--- config.mk ---
export PLATFORM = sky130hd
export DESIGN_NAME = ksi_ctrl
export DESIGN_NICKNAME = d
export VERILOG_FILES = /design/src/hdl/ksi_pkg.sv /design/src/hdl/ksi_ctrl.sv
export SDC_FILE = /design/constraint.sdc
export NUM_CORES = 1
export LEC_CHECK = 0
export BUFFER_PORTS_ARGS = -buffer_cell sky130_fd_sc_hd__buf_2
export CAP_MARGIN = 40
export CORE_AREA = 2 2 39 41
export DETAILED_ROUTE_END_ITERATION = 16
export DIE_AREA = 0 0 41 43
export SLEW_MARGIN = 40
export SYNTH_ARGS = -nofsm -noshare
export SYNTH_HDL_FRONTEND = slang
export SYNTH_SLANG_ARGS = --single-unit
--- constraint.sdc ---
create_clock -name clock -period 2.58 [get_ports clock]
set_input_delay 0.129 -clock clock [delete_from_list [all_inputs] [get_ports clock]]
set_output_delay 0.129 -clock clock [all_outputs]
set_load 0.1 [all_outputs]
--- src/hdl/ksi_pkg.sv ---
// Shared types, constants and register codes of the keyframe scale interpolator.
package ksi_pkg;

   localparam int TABLE_DEPTH_DEFAULT = 1024;

   localparam int FUNC_W      = 1;
   localparam int ENTRY_W     = 10;
   localparam int VALUE_W     = 32;
   localparam int TIME_W      = 28;
   localparam int FRAC_W      = 12;
   localparam int FRAME_W     = TIME_W - FRAC_W;
   localparam int IDX_RAW_W   = 16;
   localparam int REM_W       = 14;
   localparam int SHIFT_W     = 2;
   localparam int PAIR_W      = 2 * VALUE_W;
   localparam int NARROW_W    = 16;

   localparam int CSR_IDX_W   = 3;
   localparam int CSR_DATA_W  = 16;
   localparam int MODE_W      = 2;
   localparam int LAST_W      = 13;
   localparam int FRAMES_W    = 16;

   localparam logic [CSR_IDX_W-1:0] CSR_DECIMATION_MODE   = 3'd0;
   localparam logic [CSR_IDX_W-1:0] CSR_LAST_INTERP_FRAME = 3'd1;
   localparam logic [CSR_IDX_W-1:0] CSR_NARROW_FORMAT     = 3'd2;
   localparam logic [CSR_IDX_W-1:0] CSR_NUM_FRAMES        = 3'd3;
   localparam logic [CSR_IDX_W-1:0] CSR_LOOP_TO_START     = 3'd4;

   localparam logic [FUNC_W-1:0] FUNC_LOAD  = 1'b0;
   localparam logic [FUNC_W-1:0] FUNC_QUERY = 1'b1;

   typedef enum logic [3:0] {
      ST_IDLE,
      ST_RED_MUL,
      ST_RED_QD,
      ST_RED_FIX,
      ST_WRITE,
      ST_READ0,
      ST_READ1,
      ST_MULT,
      ST_SUM
   } ksi_state_type;

   typedef struct packed {
      logic capture;
      logic red_mul;
      logic red_qd;
      logic red_fix;
      logic mem_write;
      logic mem_read;
      logic rd_second;
      logic hold_a;
      logic mult;
      logic push;
   } ksi_cmd_type;

   typedef struct packed {
      logic is_query;
      logic out_free;
   } ksi_status_type;

endpackage

--- src/hdl/ksi_ctrl.sv ---
// Sequencing state machine of the keyframe scale interpolator.
module ksi_ctrl
   import ksi_pkg::*;
(
   input  logic           clock,
   input  logic           reset,
   input  logic           req_valid,
   output logic           req_ready,
   input  ksi_status_type status,
   output ksi_cmd_type    cmd
);

   ksi_state_type state_ff;
   ksi_state_type state_in;

   always_ff @(posedge clock) begin
      if (reset) begin
         state_ff <= ST_IDLE;
      end else begin
         state_ff <= state_in;
      end
   end

   always_comb begin
      state_in  = state_ff;
      cmd       = '0;
      req_ready = 1'b0;
      unique case (state_ff)
         ST_IDLE: begin
            req_ready = 1'b1;
            if (req_valid) begin
               cmd.capture = 1'b1;
               state_in    = ST_RED_MUL;
            end
         end
         ST_RED_MUL: begin
            cmd.red_mul = 1'b1;
            state_in    = ST_RED_QD;
         end
         ST_RED_QD: begin
            cmd.red_qd = 1'b1;
            state_in   = ST_RED_FIX;
         end
         ST_RED_FIX: begin
            cmd.red_fix = 1'b1;
            state_in    = status.is_query ? ST_READ0 : ST_WRITE;
         end
         ST_WRITE: begin
            cmd.mem_write = 1'b1;
            state_in      = ST_IDLE;
         end
         ST_READ0: begin
            cmd.mem_read = 1'b1;
            state_in     = ST_READ1;
         end
         ST_READ1: begin
            cmd.mem_read  = 1'b1;
            cmd.rd_second = 1'b1;
            cmd.hold_a    = 1'b1;
            state_in      = ST_MULT;
         end
         ST_MULT: begin
            cmd.mult = 1'b1;
            state_in = ST_SUM;
         end
         ST_SUM: begin
            // Wait here until the response register has room.
            if (status.out_free) begin
               cmd.push = 1'b1;
               state_in = ST_IDLE;
            end
         end
         default: begin
            state_in = ST_IDLE;
         end
      endcase
   end

endmodule

# ---- After elaboration in Yosys (flattened, before gate mapping)
# Cells that the tools add are included.
dict set report word_totals {
  register_bits 4
  latchBits 0
  ramBits 0
  mem_bits_ro 0
  input_bits 5
  output_inout_bits 11
  elab_cells 30
  memories 0
}
dict set report classes {
  add_sub_neg 0
  multipliers 0
  div_mod_pow 0
  order_cmp 0
  eq_ne 10
  shift 0
  mux 16
  bitwise_logic 0
  reduce_logical 3
}
# operator n
set ops {}
lappend ops {{case mux 4 bit (8 select lines)} 1}
lappend ops {{== test 4 x 3 -> 1 bit (second input constant)} 4}
lappend ops {{2-to-1 mux 1 bit} 12}
lappend ops {{== test 4 x 2 -> 1 bit (second input constant)} 2}
lappend ops {{2-to-1 mux 4 bit} 2}
lappend ops {{== test 4 x 1 -> 1 bit (second input constant)} 1}
lappend ops {{== test 4 bit (second input constant)} 1}
lappend ops {{logical NOT 4 bit} 1}
lappend ops {{inequality test 2 bit (second input constant)} 2}
lappend ops {{2-to-1 mux 2 bit} 1}
lappend ops {{AND reduction 2 bit} 1}
lappend ops {{OR reduction 2 bit} 1}

# ---- Logic depth before layout (Yosys ltp)
dict set report depth {
  word_depth 3
  ltp_mapped 4
  mapped_depth_nobuf 3
}

# ---- Least setup slack after synthesis
# OpenSTA, ideal clock, no wires.
dict set report synth_timing {
  kind {register to output}
  from {register state_ff[1]}
  to {output port cmd[3] (netlist bit)}
  arrival_time_ns 4.123
  required_time_ns 2.451
  setup_slack_ns -1.672
  stages_incl_launch_ff 4
  path_buffers 2
  cell_sequence {dfxtp_1 buf_2 nor4bb_1 buf_4}
}
# item line
set synth_lines {}
lappend synth_lines {{start: declaration} ksi_ctrl.sv:13} ;# ksi_state_type state_ff;
lappend synth_lines {{start signal: assignment} ksi_ctrl.sv:20} ;# state_ff <= state_in;
lappend synth_lines {{end: declaration} ksi_ctrl.sv:10} ;# output ksi_cmd_type cmd

==> reports/results.tsv <==
metric	value	unit
clk_lat worst skew	0.23	ns
placeable core region	1384	um2
post-route ant nets	0	
io pins	16	
CP Launch Type	flop	
highest metal used	met3	
die height	43	um
initial antenna violation count	0	
Max Root-Sink Buffers	2	
Hold Crit Endpoint	state_ff[0]	
Final Critical Period	1.832	ns
DR vias/cell	4.607	
Lkg Pwr	0.0001878	uW
Synth top area share	27.12	%
Max Slew Vio Count	0	
slew of the pin with the lowest slew margin	0.5731	ns
unrepaired setup endpoints after global routing	false	
final hold vios	0	
Top Registers	state_ff (4)	
Worst Clk Skew	0.002442	ns
period utilization	71.01	%
M1 WL	240	um
WHS Path Cells	2	
GRT Residual Overflow	0	
placed cell count	58	
synthesized flop and latch total	4	
Synth cell types	22	
Vias	281	
Clock transition at path regs	0.03	ns
Biggest register	state_ff	
Remaining DRCs	0	
status	finished clean	
drt wl/cell	10.13	um
top cells by area, synth	dfxtp_1 (27%), nor4b_1 (5.9%), buf_2 (5.1%)	
PwrDens	925.0	nW/um2
FF-to-FF Start	state_ff[3]	
placed wire-length estimate	486.9	um
pre-CTS setup slack	0.9992	ns
Fillers	152	
layout cells sized above 1	60.00	%
Hold Startpoint	reset	
row cnt	14	
number of diodes	0	
Max-Cap Viols	0	
Post-Syn Area	295.3	um2
Initial Util	21.34	%
Die W	41	um
vias in the first global route	255	
total track usage	8.133	%
Async SR Flop Fraction	0	%
fin worst setup slack	0.7478	ns
register area share after synthesis	27.12	%
max frequency	545.8	MHz
GPL Wtd Cong	0.5986	
Post-Layout Cell Count	61	
Clock Tree Root	clkbuf_4	
CTS buffer count	3	
area grow syn2layout	41.10	%
ys flop type	dfxtp_1	
Slew headroom	61.74	%
Mapped Cells	32	
DR iter-0 viols	0	
R2R cell count	3	
Sink Count	4	
wire length on met3	51	um
IO buf count	15	
Post-Route WL	618	um
max reg flops	4	
CTS tree	done	
postcts setup bufs	0	
worst-path maximum fanout	9	
Setup crit end kind	output port	
worst r2r dst	state_ff[0]	
die area	1763	um2
CP required	2.45	ns
Max H-tree Level	1	
Final Net Count	52	
Met2 Routed Length	325	um
maximum vdd ir drop	0.0002586	V
Syn Nets	37	
critical path type	reg -> out	
hold-fix buffer count after cts	0	
drt first pass iters	1	
post-CTS sizing	0	
largest net degree at the start of global routing	13	
Setup-failing EPs final	0	
syn avg cell area	9.228	um2
Synth area leader	dfxtp_1	
global-route wire length before repair	972	um
Post-synth EDFFs	0	
R2R setup slack	1.09	ns
Hold WC Path Type	in -> reg	
crit path DAT	1.70	ns
Ys Warns	0	
## synth_stat cells (2+ instances only)
cell	n
dfxtp_1	4
buf_2	3
nor3_1	3
buf_4	2
nor2b_1	2
nor4b_1	2
## per-stage QoR
stage | hold slack [ns] | utilization, % | power (uW) | instance area (um2) | setup TNS [ns]
6_report | 0.1147 | 30.11 | 385.4 | 416.7 | 0
5_1_grt | 0.1141 | 30.11 | 405.8 | 416.7 | 0
4_1_cts | 0.1104 | 30.11 | 391.1 | 416.7 | 0
3_5_place_dp | 0.3517 | 28.48 | 313.7 | 394.1 | 0
3_3_place_gp | 0.3527 | 28.48 | 311.9 | 394.1 | 0
2_1_floorplan | 0.1936 | - | 290.7 | 329.1 | -0.5168
## layer usage
| layer | GRT usage, % | vias up |
|---|---|---|
| met2 | 12.50 | 8 |
| met4 | 4.000 | 0 |
| li1 | - | 145 |
| met5 | 0 | - |
| met3 | 3.141 | 0 |
| met1 | 9.325 | 128 |
## where the power goes
group	internal, uW	switching, uW	leakage (uW)
combinational	50.2	159	0.000141
clock	51.8	22.2	0.0000138
sequential	70.8	31.1	0.0000328
## critical path: stages, from the launching register on
cell and delay (ns):
dfxtp_1 0.57, inv_2 0.10, nor4b_2 0.32, buf_2 0.48
## worst max path at each step
stage / startpoint / to / slack, ns / cells after the start
floorplan: state_ff[1] / cmd[3] / -0.47 / 3
global placement: state_ff[0] / cmd[6] / 1.04 / 3
detailed placement: state_ff[0] / cmd[6] / 1.0 / 3
CTS: state_ff[0] / cmd[6] / 0.75 / 3
global route: state_ff[1] / cmd[2] / 0.69 / 2
finish: state_ff[0] / cmd[6] / 0.75 / 3
## layout by cell type (no fill, tap or decap), drive strengths merged, types with 2 or more instances in the layout
| master | count |
|---|---|
| clkbuf | 3 |
| dfxtp | 4 |
| nor4 | 2 |
| nor4b | 3 |
| nor2b | 2 |
| buf | 15 |
| nor3 | 3 |
## cell families after synthesis
group                  count (synthesis)  share of synthesized area, %
AND/OR/NAND/NOR                       16                         44.07
buffers and inverters                  6                         11.44
multiplexers                           1                         3.390
flip-flops                             4                         27.12
XOR/XNOR                               1                         2.967
AO/OA/AOI/OAI                          4                         11.01
## cell type report
type	count	area (um2)	share of cell area (%)
clock buffer	3	22.52	5.405
inverter	1	3.754	0.9009
multi-input combinational	22	215.2	51.65
sequential	4	80.08	19.22
tap	16	20.02	4.805
timing repair buffer	15	75.07	18.02
No activity file was read; power rests on OpenSTA's default activity.
